==> src/design/extended_gcd_inverse_unit_macros.svh <==
// ----------------------------------------------------------------------------
// Assertion macros for the extended GCD inverse unit
// Concurrent checks that compile away when SYNTH is defined.
// ----------------------------------------------------------------------------
`ifndef EXTENDED_GCD_INVERSE_UNIT_MACROS_SVH
`define EXTENDED_GCD_INVERSE_UNIT_MACROS_SVH

`ifndef SYNTH

// Same-cycle implication, disabled during reset.
`define EGCD_ASSERT_IMP(lbl, clk, rst, ant, cons) \
   lbl: assert property (@(posedge clk) disable iff (rst) (ant) |-> (cons)) \
      else $error("egcd assertion failed");

// Next-cycle implication, disabled during reset.
`define EGCD_ASSERT_NXT(lbl, clk, rst, ant, cons) \
   lbl: assert property (@(posedge clk) disable iff (rst) (ant) |=> (cons)) \
      else $error("egcd assertion failed");

`else

`define EGCD_ASSERT_IMP(lbl, clk, rst, ant, cons)
`define EGCD_ASSERT_NXT(lbl, clk, rst, ant, cons)

`endif

`endif

==> src/design/egcd_pkg.sv <==
// ----------------------------------------------------------------------------
// egcd_pkg
// Widths and controller/datapath command types for the extended GCD unit.
// ----------------------------------------------------------------------------
`timescale 1ns / 1ps
`default_nettype none

package egcd_pkg;

   // Operand width used by the arithmetic.
   localparam int WIDTH        = 32;
   // Coefficient width: operand width plus a sign bit.
   localparam int COEF_W       = WIDTH + 1;
   // Widths of the item fields on the channels.
   localparam int FIELD_W      = 32;
   localparam int COEF_FIELD_W = 33;
   // Division step counter width.
   localparam int CNT_W        = $clog2(WIDTH);

   typedef struct packed {
      logic load;      // capture a new item and order the operands
      logic div_init;  // clear the divider for a new quotient
      logic div_step;  // one restoring division step
      logic update;    // close one Euclid iteration
      logic out_load;  // fold coefficients into the output register
   } cmd_type;

   typedef struct packed {
      logic lo_zero;   // smaller operand has reached zero
   } status_type;

endpackage

`default_nettype wire

==> src/design/egcd_channels.sv <==
// ----------------------------------------------------------------------------
// egcd channel interfaces
// Valid/ready channels carrying request and response items.
// ----------------------------------------------------------------------------
`timescale 1ns / 1ps
`default_nettype none

interface egcd_req_if;
   logic                             valid;
   logic                             ready;
   logic [egcd_pkg::FIELD_W-1:0]     operand_a;
   logic [egcd_pkg::FIELD_W-1:0]     operand_b;

   modport source (output valid, output operand_a, output operand_b, input ready);
   modport sink   (input valid, input operand_a, input operand_b, output ready);
endinterface

interface egcd_rsp_if;
   logic                                  valid;
   logic                                  ready;
   logic        [egcd_pkg::FIELD_W-1:0]      gcd_value;
   logic signed [egcd_pkg::COEF_FIELD_W-1:0] coeff_a;
   logic signed [egcd_pkg::COEF_FIELD_W-1:0] coeff_b;

   modport source (output valid, output gcd_value, output coeff_a, output coeff_b,
                   input ready);
   modport sink   (input valid, input gcd_value, input coeff_a, input coeff_b,
                   output ready);
endinterface

`default_nettype wire

==> src/design/egcd_datapath.sv <==
// ----------------------------------------------------------------------------
// egcd_datapath
// Operand, remainder and coefficient registers with a bit-serial divider.
// ----------------------------------------------------------------------------
`timescale 1ns / 1ps
`default_nettype none

module egcd_datapath (
   input  wire logic                                    clock,
   input  wire logic        [egcd_pkg::FIELD_W-1:0]      operand_a,
   input  wire logic        [egcd_pkg::FIELD_W-1:0]      operand_b,
   input  wire egcd_pkg::cmd_type                        cmd,
   output egcd_pkg::status_type                          status,
   output logic             [egcd_pkg::FIELD_W-1:0]      gcd_value,
   output logic signed      [egcd_pkg::COEF_FIELD_W-1:0] coeff_a,
   output logic signed      [egcd_pkg::COEF_FIELD_W-1:0] coeff_b
);

   localparam int W = egcd_pkg::WIDTH;
   localparam int C = egcd_pkg::COEF_W;

   logic [W-1:0] hi_ff, hi_in, lo_ff, lo_in, b_ff, b_in;
   logic [W-1:0] rem_ff, rem_in, dvd_ff, dvd_in;
   logic [C-1:0] up_ff, up_in, uc_ff, uc_in, vp_ff, vp_in, vc_ff, vc_in;
   logic [C-1:0] pu_ff, pu_in, pv_ff, pv_in;
   logic         swap_ff, swap_in;
   logic [egcd_pkg::FIELD_W-1:0]      gcd_ff, gcd_in;
   logic [egcd_pkg::COEF_FIELD_W-1:0] ca_ff, ca_in, cb_ff, cb_in;

   logic [W-1:0] a_op, b_op;
   logic [W:0]   rem_sh, rem_sub;
   logic         q_bit;
   logic [C-1:0] ca_sel, cb_sel, ca_fix;

   assign a_op = operand_a[W-1:0];
   assign b_op = operand_b[W-1:0];

   // One restoring step: shift in the next dividend bit, subtract if it fits.
   assign rem_sh  = {rem_ff, dvd_ff[W-1]};
   assign q_bit   = (rem_sh >= {1'b0, lo_ff});
   assign rem_sub = rem_sh - {1'b0, lo_ff};

   // Coefficients of the original operands, swapped back if needed.
   assign ca_sel = swap_ff ? vp_ff : up_ff;
   assign cb_sel = swap_ff ? up_ff : vp_ff;
   assign ca_fix = ca_sel[C-1] ? (ca_sel + {{(C-W){1'b0}}, b_ff}) : ca_sel;

   always_comb begin
      hi_in   = hi_ff;
      lo_in   = lo_ff;
      b_in    = b_ff;
      swap_in = swap_ff;
      rem_in  = rem_ff;
      dvd_in  = dvd_ff;
      up_in   = up_ff;
      uc_in   = uc_ff;
      vp_in   = vp_ff;
      vc_in   = vc_ff;
      pu_in   = pu_ff;
      pv_in   = pv_ff;
      gcd_in  = gcd_ff;
      ca_in   = ca_ff;
      cb_in   = cb_ff;

      if (cmd.load) begin
         b_in    = b_op;
         swap_in = !(a_op > b_op);
         hi_in   = (a_op > b_op) ? a_op : b_op;
         lo_in   = (a_op > b_op) ? b_op : a_op;
         up_in   = C'(1);
         uc_in   = '0;
         vp_in   = '0;
         vc_in   = C'(1);
      end

      if (cmd.div_init) begin
         rem_in = '0;
         dvd_in = hi_ff;
         pu_in  = '0;
         pv_in  = '0;
      end

      if (cmd.div_step) begin
         rem_in = q_bit ? rem_sub[W-1:0] : rem_sh[W-1:0];
         dvd_in = {dvd_ff[W-2:0], 1'b0};
         // Quotient bits arrive MSB first, so q*coef builds up Horner style.
         pu_in  = {pu_ff[C-2:0], 1'b0} + (q_bit ? uc_ff : '0);
         pv_in  = {pv_ff[C-2:0], 1'b0} + (q_bit ? vc_ff : '0);
      end

      if (cmd.update) begin
         hi_in = lo_ff;
         lo_in = rem_ff;
         up_in = uc_ff;
         uc_in = up_ff - pu_ff;
         vp_in = vc_ff;
         vc_in = vp_ff - pv_ff;
      end

      if (cmd.out_load) begin
         gcd_in = egcd_pkg::FIELD_W'(hi_ff);
         ca_in  = egcd_pkg::COEF_FIELD_W'($signed(ca_fix));
         cb_in  = egcd_pkg::COEF_FIELD_W'($signed(cb_sel));
      end
   end

   always_ff @(posedge clock) begin
      hi_ff   <= hi_in;
      lo_ff   <= lo_in;
      b_ff    <= b_in;
      swap_ff <= swap_in;
      rem_ff  <= rem_in;
      dvd_ff  <= dvd_in;
      up_ff   <= up_in;
      uc_ff   <= uc_in;
      vp_ff   <= vp_in;
      vc_ff   <= vc_in;
      pu_ff   <= pu_in;
      pv_ff   <= pv_in;
      gcd_ff  <= gcd_in;
      ca_ff   <= ca_in;
      cb_ff   <= cb_in;
   end

   assign status.lo_zero = (lo_ff == '0);
   assign gcd_value      = gcd_ff;
   assign coeff_a        = $signed(ca_ff);
   assign coeff_b        = $signed(cb_ff);

endmodule

`default_nettype wire

==> src/design/egcd_ctrl.sv <==
// ----------------------------------------------------------------------------
// egcd_ctrl
// Sequencer for the Euclid iterations and the output handshake.
// ----------------------------------------------------------------------------
`timescale 1ns / 1ps
`default_nettype none

`include "extended_gcd_inverse_unit_macros.svh"

module egcd_ctrl (
   input  wire logic                 clock,
   input  wire logic                 reset,
   input  wire logic                 req_valid,
   output logic                      req_ready,
   input  wire logic                 rsp_ready,
   output logic                      rsp_valid,
   output egcd_pkg::cmd_type         cmd,
   input  wire egcd_pkg::status_type status
);

   typedef enum logic [4:0] {
      S_IDLE  = 5'b00001,
      S_CHECK = 5'b00010,
      S_DIV   = 5'b00100,
      S_UPD   = 5'b01000,
      S_DONE  = 5'b10000
   } state_type;

   state_type                   state_ff, state_in;
   logic [egcd_pkg::CNT_W-1:0]  cnt_ff, cnt_in;
   logic                        rsp_valid_ff, rsp_valid_in;
   logic                        step_last;
   logic                        out_free;

   assign step_last = (cnt_ff == egcd_pkg::CNT_W'(egcd_pkg::WIDTH - 1));
   assign out_free  = !rsp_valid_ff || rsp_ready;

   always_comb begin
      state_in     = state_ff;
      cnt_in       = cnt_ff;
      cmd          = '0;
      req_ready    = 1'b0;

      case (state_ff)
         S_IDLE: begin
            req_ready = 1'b1;
            if (req_valid) begin
               cmd.load = 1'b1;
               state_in = S_CHECK;
            end
         end
         S_CHECK: begin
            if (status.lo_zero) begin
               state_in = S_DONE;
            end else begin
               cmd.div_init = 1'b1;
               cnt_in       = '0;
               state_in     = S_DIV;
            end
         end
         S_DIV: begin
            cmd.div_step = 1'b1;
            cnt_in       = cnt_ff + 1'b1;
            if (step_last) begin
               state_in = S_UPD;
            end
         end
         S_UPD: begin
            cmd.update = 1'b1;
            state_in   = S_CHECK;
         end
         S_DONE: begin
            if (out_free) begin
               cmd.out_load = 1'b1;
               state_in     = S_IDLE;
            end
         end
         default: begin
            state_in = S_IDLE;
         end
      endcase

      if (cmd.out_load) begin
         rsp_valid_in = 1'b1;
      end else if (rsp_ready) begin
         rsp_valid_in = 1'b0;
      end else begin
         rsp_valid_in = rsp_valid_ff;
      end
   end

   always_ff @(posedge clock) begin
      if (reset) begin
         state_ff     <= S_IDLE;
         cnt_ff       <= '0;
         rsp_valid_ff <= 1'b0;
      end else begin
         state_ff     <= state_in;
         cnt_ff       <= cnt_in;
         rsp_valid_ff <= rsp_valid_in;
      end
   end

   assign rsp_valid = rsp_valid_ff;

   `EGCD_ASSERT_NXT(a_div_to_upd, clock, reset, (state_ff == S_DIV) && step_last, state_ff == S_UPD)
   `EGCD_ASSERT_NXT(a_div_cnt_zero, clock, reset, (state_ff == S_CHECK) && !status.lo_zero, (state_ff == S_DIV) && (cnt_ff == '0))
   `EGCD_ASSERT_IMP(a_no_overwrite, clock, reset, cmd.out_load, !rsp_valid_ff || rsp_ready)
   `EGCD_ASSERT_NXT(a_accept_check, clock, reset, req_valid && req_ready, state_ff == S_CHECK)

endmodule

`default_nettype wire

==> src/design/extended_gcd_inverse_unit.sv <==
// ----------------------------------------------------------------------------
// extended_gcd_inverse_unit
// Extended Euclidean GCD with Bezout coefficients and inverse-style fix-up.
// ----------------------------------------------------------------------------
// Usage: an item on req_ch carries operand_a and operand_b; the unit returns
// one item on rsp_ch with gcd_value, coeff_a and coeff_b. Both channels use
// valid/ready, and an item moves on a rising edge with both high.
// The unit works on one item at a time. req_ch.ready is high while the
// sequencer is idle, including while a finished item still waits in the
// output register.
// Operation: the operands are loaded at the accepting edge. Each Euclid
// iteration then runs a check state, 32 serial division steps and an update
// state, followed by a final check and the output state. rsp_ch.valid rises
// as the sequencer leaves the output state and returns to idle, ready for
// the next item. 32-bit operands need at most about 46 iterations. The
// bit-serial restoring divider dominates the run time: each step yields one
// quotient bit and folds it into the coefficient products.
// Reset (synchronous, active high) returns the sequencer to idle and drops
// rsp_ch.valid; any item in flight is lost. If the receiver stalls, the
// result holds in the output register and the sequencer may take one further
// item, which then waits at its end until the output register is free.
// ----------------------------------------------------------------------------
`timescale 1ns / 1ps
`default_nettype none

module extended_gcd_inverse_unit (
   input  wire logic  clock,
   input  wire logic  reset,
   egcd_req_if.sink   req_ch,
   egcd_rsp_if.source rsp_ch
);

   // Command and status bundles between the sequencer and the datapath.
   egcd_pkg::cmd_type    cmd;
   egcd_pkg::status_type status;

   // The sequencer owns the handshakes and the output valid flag.
   egcd_ctrl u_ctrl (
      .clock     (clock),
      .reset     (reset),
      .req_valid (req_ch.valid),
      .req_ready (req_ch.ready),
      .rsp_ready (rsp_ch.ready),
      .rsp_valid (rsp_ch.valid),
      .cmd       (cmd),
      .status    (status)
   );

   // The datapath holds the operands, the coefficient pairs, the serial
   // divider and the registered result payload.
   egcd_datapath u_datapath (
      .clock     (clock),
      .operand_a (req_ch.operand_a),
      .operand_b (req_ch.operand_b),
      .cmd       (cmd),
      .status    (status),
      .gcd_value (rsp_ch.gcd_value),
      .coeff_a   (rsp_ch.coeff_a),
      .coeff_b   (rsp_ch.coeff_b)
   );

endmodule

`default_nettype wire
==> src/flat_wrapper.sv <==
// flat-port wrapper written by rule: the top's interface ports become plain ports
module extended_gcd_inverse_unit_flat 
  (clock, reset, req_ch_valid, req_ch_operand_a, req_ch_operand_b, req_ch_ready, rsp_ch_valid, rsp_ch_gcd_value, rsp_ch_coeff_a, rsp_ch_coeff_b, rsp_ch_ready);
  egcd_req_if req_ch_i ();
  egcd_rsp_if rsp_ch_i ();
  input  wire logic clock;
  input  wire logic reset;
  input wire logic [$bits(req_ch_i.valid)-1:0] req_ch_valid;
  input wire logic [$bits(req_ch_i.operand_a)-1:0] req_ch_operand_a;
  input wire logic [$bits(req_ch_i.operand_b)-1:0] req_ch_operand_b;
  output wire logic [$bits(req_ch_i.ready)-1:0] req_ch_ready;
  output wire logic [$bits(rsp_ch_i.valid)-1:0] rsp_ch_valid;
  output wire logic [$bits(rsp_ch_i.gcd_value)-1:0] rsp_ch_gcd_value;
  output wire logic [$bits(rsp_ch_i.coeff_a)-1:0] rsp_ch_coeff_a;
  output wire logic [$bits(rsp_ch_i.coeff_b)-1:0] rsp_ch_coeff_b;
  input wire logic [$bits(rsp_ch_i.ready)-1:0] rsp_ch_ready;
  assign req_ch_i.valid = req_ch_valid;
  assign req_ch_i.operand_a = req_ch_operand_a;
  assign req_ch_i.operand_b = req_ch_operand_b;
  assign req_ch_ready = req_ch_i.ready;
  assign rsp_ch_valid = rsp_ch_i.valid;
  assign rsp_ch_gcd_value = rsp_ch_i.gcd_value;
  assign rsp_ch_coeff_a = rsp_ch_i.coeff_a;
  assign rsp_ch_coeff_b = rsp_ch_i.coeff_b;
  assign rsp_ch_i.ready = rsp_ch_ready;
  extended_gcd_inverse_unit u_core (.clock(clock), .reset(reset), .req_ch(req_ch_i), .rsp_ch(rsp_ch_i));
endmodule
==> config.mk <==
export PLATFORM = sky130hd
export DESIGN_NAME = extended_gcd_inverse_unit_flat
export DESIGN_NICKNAME = d
export VERILOG_FILES = /design/src/design/egcd_pkg.sv /design/src/design/egcd_channels.sv /design/src/design/egcd_datapath.sv /design/src/design/egcd_ctrl.sv /design/src/design/extended_gcd_inverse_unit.sv /design/src/flat_wrapper.sv
export VERILOG_INCLUDE_DIRS = /design/src /design/src/design
export SDC_FILE = /design/constraint.sdc
export NUM_CORES = 1
export LEC_CHECK = 0
export ABC_AREA = 0
export BUFFER_PORTS_ARGS = -buffer_cell sky130_fd_sc_hd__buf_2
export CAP_MARGIN = 25
export CORE_MARGIN = 5
export CORE_UTILIZATION = 60
export CTS_BUF_LIST = sky130_fd_sc_hd__clkbuf_2
export DETAILED_ROUTE_END_ITERATION = 16
export PLACE_DENSITY = 0.79
export SLEW_MARGIN = 20
export SYNTH_ARGS = -nofsm -noshare
export SYNTH_HDL_FRONTEND = slang
export SYNTH_HIERARCHICAL = 1
export SYNTH_SLANG_ARGS = --single-unit
export TNS_END_PERCENT = 30
==> constraint.sdc <==
create_clock -name clock -period 12.3 [get_ports clock]
set_clock_uncertainty 0.05 [all_clocks]
set_input_delay 0.615 -clock clock [delete_from_list [all_inputs] [get_ports clock]]
set_output_delay 0.615 -clock clock [all_outputs]
set_load 0.02 [all_outputs]
[After elaboration in Yosys (flattened, before gate mapping)]
Index checks and enable logic that the tools add are counted.
Word-level totals
  register bits: 468
  input port bits: 68
  word-level logic and storage cells: 92
Cells by class
  add/sub/neg operators: 7
  order comparisons: 2
  equal/unequal tests: 10
  muxes and demuxes: 43
  reduce and logical (&&, ||, !) cells: 10
Operators by type and width (count)
  two-way mux 33 bit: 13
  two-way mux 32 bit: 12
  adder 33 bit: 2
  subtractor 33 bit: 2
  adder 33 x 32 -> 33 bit: 1
  greater-or-equal comparator 33 x 32 -> 1 bit: 1
  > comparator 32 bit: 1
  zero test 32 bit: 1
  subtractor 32 bit: 1
  two-way mux 5 bit: 5
  case mux 5 bit (5 select lines): 1
  two-way mux 1 bit: 11
  equality test 5 bit (second input constant): 2
  case mux 5 bit (2 select lines): 1
  != test 2 bit (second input constant): 4
  nonzero test 2 bit: 4
  adder 5 x 1 -> 5 bit (second input constant): 1
  equality test 5 x 1 -> 1 bit (second input constant): 1
  equality test 5 x 2 -> 1 bit (second input constant): 1
  equality test 5 x 3 -> 1 bit (second input constant): 1
  equality test 5 x 4 -> 1 bit (second input constant): 1
  AND reduction 3 bit: 1
  zero test 1 bit: 2
  AND reduction 2 bit: 1
  logical OR 1 bit: 1

[Depth between registers and ports, before layout]
  depth after elaboration: 5
  mapped depth: 25
  mapped depth without buffers: 21

[By module]
The synthesis kept the hierarchy.
By module, submodules not included
  egcd_datapath: times used 1, cells each 2763, area an instance 28974.0 um2
  egcd_ctrl: times used 1, cells each 72, area an instance 615.6 um2

[Worst setup path after synthesis]
Ideal clock, no wire load.
  kind: flip-flop to flip-flop
  start point: register u_core.u_ctrl.state_ff[0]
  end point: register u_core.u_datapath.hi_ff[0], enable pin
  data arrival time: 4.779 ns
  slack: 6.997 ns
  cell stages (with the launch flop): 5
  cell sequence: dfxtp_1 nor3b_1 nor3b_1 and2_1 or2_2
RTL lines
  start: declaration: line egcd_ctrl.sv:29  | state_type state_ff, state_in;
  start signal: assignment: line egcd_ctrl.sv:98  | state_ff <= state_in;
  end signal: assignment: line egcd_datapath.sv:108  | hi_ff <= hi_in;
  end: declaration: line egcd_datapath.sv:22  | logic [W-1:0] hi_ff, hi_in, lo_ff, lo_in, b_ff, b_in;

[Worst setup path after layout]
  start point: register u_core.u_datapath.lo_ff[16]
  end point: register u_core.u_datapath.pu_ff[29], data pin
Between the ends
  cells in the longest elaborated chain, start to end: 4
RTL lines
  start: declaration: line egcd_datapath.sv:22
  start signal: assignment: line egcd_datapath.sv:109  | lo_ff <= lo_in;
  greater-or-equal comparator 33 x 32 -> 1 bit: line egcd_datapath.sv:40  | assign q_bit = (rem_sh >= {1'b0, lo_ff});
  two-way mux 33 bit: line egcd_datapath.sv:87  | pu_in = {pu_ff[C-2:0], 1'b0} + (q_bit ? uc_ff : '0);
  adder 33 bit: line egcd_datapath.sv:87
  two-way mux 33 bit: line egcd_datapath.sv:83  | if (cmd.div_step) begin
  end signal: assignment: line egcd_datapath.sv:118  | pu_ff <= pu_in;
  end: declaration: line egcd_datapath.sv:25  | logic [C-1:0] pu_ff, pu_in, pv_ff, pv_in;
No other way between the ends.
A chain may end at the register's enable or synchronous reset.

==> results.md <==
- Outcome: complete, no violations
- H-tree depth: 3
- TNS Setup: 0 ns
- Register area share after synthesis: 0.471
- Starting Density: 0.606
- Core area: 48800 µm²
- Pleak: 13.6 nW
- Routability cong.: 1.05
- CTS max path bufs: 3
- Clk sinks: 468
- Worst r2r path cells: 21
- CP bufs+invs: 2
- Cell Pwr Density: 144 nW/µm²
- Yosys synthesis warning count: 6
- Root Buffer: clkbuf_2
- Worst-Margin Slew: approximately 1.0 ns
- Number of DRC markers in iteration 0: 3034
- Drt pass-1 iters: 6
- WL final: ~86000 µm
- Critical path cell sequence: inv_1 > ha_1 > a21oi_1 > o21ai_0 > or3_1 > o21ai_2 > a211oi_2 > or2_2 > buf_4 > and2_1 > ha_1 > fa_1 > a211oi_1 > o21ai_0 > a31o_1 > a222oi_1 > nand2_1 > a311o_1 > a31oi_1 > xor2_1 > nor2_1
- Count of cell types in the netlist: 92
- I/O Pins: 168
- Critical path type: flop to flop
- Drt drc: 0
- Antenna violations before repair: 6
- Final #Nets: 3406
- Headroom to the max-slew limit: 0.319
- Worst path arrival time: 7.03 ns
- Critical Path Source: u_core/u_datapath/lo_ff[16]
- Tcrit/Tclk final: 0.503
- FFs w/ async S/R, synth: 0
- Max Cap Viol: 0
- CP max FO: 38
- HP Class: input port to flop
- Syn_area_per_cell: approximately 10 µm²
- Synth Net Count: 3133
- Hold_sp: req_ch_operand_b[22]
- Slowest CP cell: or3_1
- R2R Setup Slk: 6.11 ns
- Skew-Pair Late Insertion Delay: roughly 1.2 ns
- Mapped Cells: 2835
- Tot GR Track Use: 0.312
- CTS resizes: 0
- Share of layout cells above drive strength 1: 0.151
- Highest cell delay on the worst timing path: 0.43 ns
- Pin count of the biggest net entering global routing: 117
- Register Area: between 10000 and 15000 µm²
- PortBufs: 167
- Fin. Hold Viols: 0
- Hold_ws: ~0.19 ns
- Startpoint Class: flop
- Worst setup EP type: flop
- Die height: 232 µm
- Post-synth EDFFs: roughly 460
- HPWL after DPL: around 62000 µm
- First-pass GRT wire length: 131000 µm
- Num CTS Buffers: 117
- Die ar.: roughly 54000 µm²
- Vias per cell: approximately 6.3
- Clock transition at the registers of the reported paths: 0.10 ns
- Wirelength per Cell: 22.3 µm
- Hold path depth: 2
- FMAX: 0.162 GHz
- FF-to-FF Start: u_core/u_datapath/lo_ff[16]
- RR Endpoint: u_core/u_datapath/pu_ff[29]
- Layout Area Growth over Synthesis: 11.0%
- Final Util: 0.672
- Vias: 24.2k
- Pins Over Slew Limit: 0
- Yosys reg bits: 468
- Fill cells: 3778
- Final setup violation count: 0
- CTS tree: built
- Top delay family on crit path: compound AO/OA/AOI/OAI gates
- RSZ-0062 raised after global routing: no
- Multi-input logic area: 14600 µm²
- Worst VDD drop: 0.0705 mV
- Ys flop type: edfxtp_1
- GRT overflow: 0
- Min Tclk post-route: 6.19 ns
- Mapped Area: 29600 µm²
- Chip width: 232 µm
- Final antenna-violating net count: 0
- CP required: 13.15 ns
- WHS Endpoint: u_core/u_datapath/b_ff[22]
- Std-Cell Rows: between 80 and 90
- Vias in the first global route: 23.3k
[cell type report]
| cell class | instances | area share |
|---|---|---|
| clock inverter | 41 | 0.00686 |
| multi-input combinational | 2092 | 0.445 |
| timing repair buffer | 258 | 0.0537 |
| clock buffer | 167 | 0.0254 |
| sequential | 468 | 0.424 |
| tap | 664 | 0.0253 |
| antenna | 1 | 0.0000762 |
| inverter | 171 | 0.0195 |
[logic make-up after synthesis]
family | Yosys count | share of synthesized area
buf+inv | 275 | 0.0372
compound gates | 711 | 0.155
mux | 135 | 0.0483
simple gates | 875 | 0.147
fa+ha+maj | 230 | 0.0988
flops | 468 | 0.471
xor+xnor | 141 | 0.0427
[per-layer routing]
metal | share of wire | vias to the layer above | global-route usage
met1 | 0.40 | 11600 | 0.425
met3 | 0.11 | 233 | 0.0721
met2 | 0.45 | 1361 | 0.483
li1 | - | 11000 | -
met4 | 0.042 | 6 | 0.131
met5 | 0.00037 | - | 0
[layout by cell type, fill, tap and decap left out, types with 72 or more instances in the layout]
cell,count
inv_1,168
buf_2,167
nor2_1,216
nand2_1,217
o21ai_0,113
a21o_1,74
a21oi_1,193
mux2i_1,72
edfxtp_1,456
and2_1,144
clkbuf_2,167
ha_1,224
xnor2_1,72
o21ai_1,81
[synthesized netlist by cell type (7+ instances only)]
cell      instances  share of area
a31oi_1          21         0.0044
nor3b_1          13         0.0033
nor2_1          218          0.028
nand2_1         217          0.028
o21ai_1          81          0.014
or2_2             8         0.0017
o21a_1           34         0.0086
buf_2            10         0.0017
nand2b_1         40         0.0085
a211oi_1         31         0.0079
mux2i_1          73          0.025
inv_1           170          0.022
o21bai_1         20         0.0051
ha_1            224          0.095
nand3_1          46         0.0078
buf_4             7         0.0018
a21o_1           74          0.019
dfxtp_1          12         0.0081
o211ai_1          9         0.0023
and3_1           23         0.0049
nor3_1           53         0.0090
xor2_1           67          0.020
a22o_1           30         0.0089
or3_1            19         0.0040
o21ai_0         113          0.019
nand4_1          29         0.0061
nor2b_1          26         0.0055
mux2_2           62          0.024
xnor2_1          72          0.021
edfxtp_1        456           0.46
a211oi_2         10         0.0042
o31ai_1          15         0.0038
nor4_1           15         0.0032
and2_1          144          0.030
clkbuf_1         77         0.0098
a21oi_1         193          0.033
[flip-flops by register name, summed over array words and instances (netlist names), 33 cells and up]
name / count
u_core/u_datapath/vc_ff: 33
u_core/u_datapath/pu_ff: 33
u_core/u_datapath/up_ff: 33
u_core/u_datapath/pv_ff: 33
u_core/u_datapath/coeff_b: 33
u_core/u_datapath/uc_ff: 33
u_core/u_datapath/coeff_a: 33
u_core/u_datapath/vp_ff: 33
[report_power, final]
| group | internal (mW) | leakage [nW] | switching [mW] | total (mW) |
|---|---|---|---|---|
| clock network | 0.397 | 0.798 | 0.670 | 1.07 |
| logic | 0.623 | 8.44 | 0.964 | 1.59 |
| registers | 1.95 | 4.37 | 0.120 | 2.07 |
[timing repair]
item | in CTS | in global routing
setup endpoints to repair | 0 | 0
hold buffers | 67 | 0
setup buffers | 0 | 0
hold endpoints to repair | 103 | 0
[through the flow]
stage	instances	total power [mW]	area, µm²	worst slack, ns
floorplan	2835	3.19	29600	7.00
global placement	3582	3.55	31000	6.40
detailed placement	3583	3.60	31000	6.26
CTS	3858	4.68	32800	6.22
global route	3862	4.98	32800	5.78
finish	3862	4.72	32800	6.11
[worst reg2reg max path: stages, from the launching register on]
cell and delay (ns):
edfxtp_1 0.39, inv_1 0.07, ha_1 0.38, a21oi_1 0.28, o21ai_0 0.20, or3_1 0.43, o21ai_2 0.23, a211oi_2 0.15
or2_2 0.34, buf_4 0.29, and2_1 0.25, ha_1 0.22, fa_1 0.43, a211oi_1 0.38, o21ai_0 0.15, a31o_1 0.30
a222oi_1 0.36, nand2_1 0.17, a311o_1 0.39, a31oi_1 0.21, xor2_1 0.17, nor2_1 0.06
[how the worst max path moves through the flow]
| stage | to | depth (start not counted) |
|---|---|---|
| after floorplan | u_core/u_datapath/hi_ff[0] | 4 |
| after global placement | u_core/u_datapath/pu_ff[29] | 22 |
| after detailed placement | u_core/u_datapath/pu_ff[29] | 21 |
| after CTS | u_core/u_datapath/pu_ff[29] | 21 |
| after global routing | u_core/u_datapath/pv_ff[29] | 21 |
| final | u_core/u_datapath/pu_ff[29] | 21 |
Note: power is estimated with default switching activity, not from simulation.
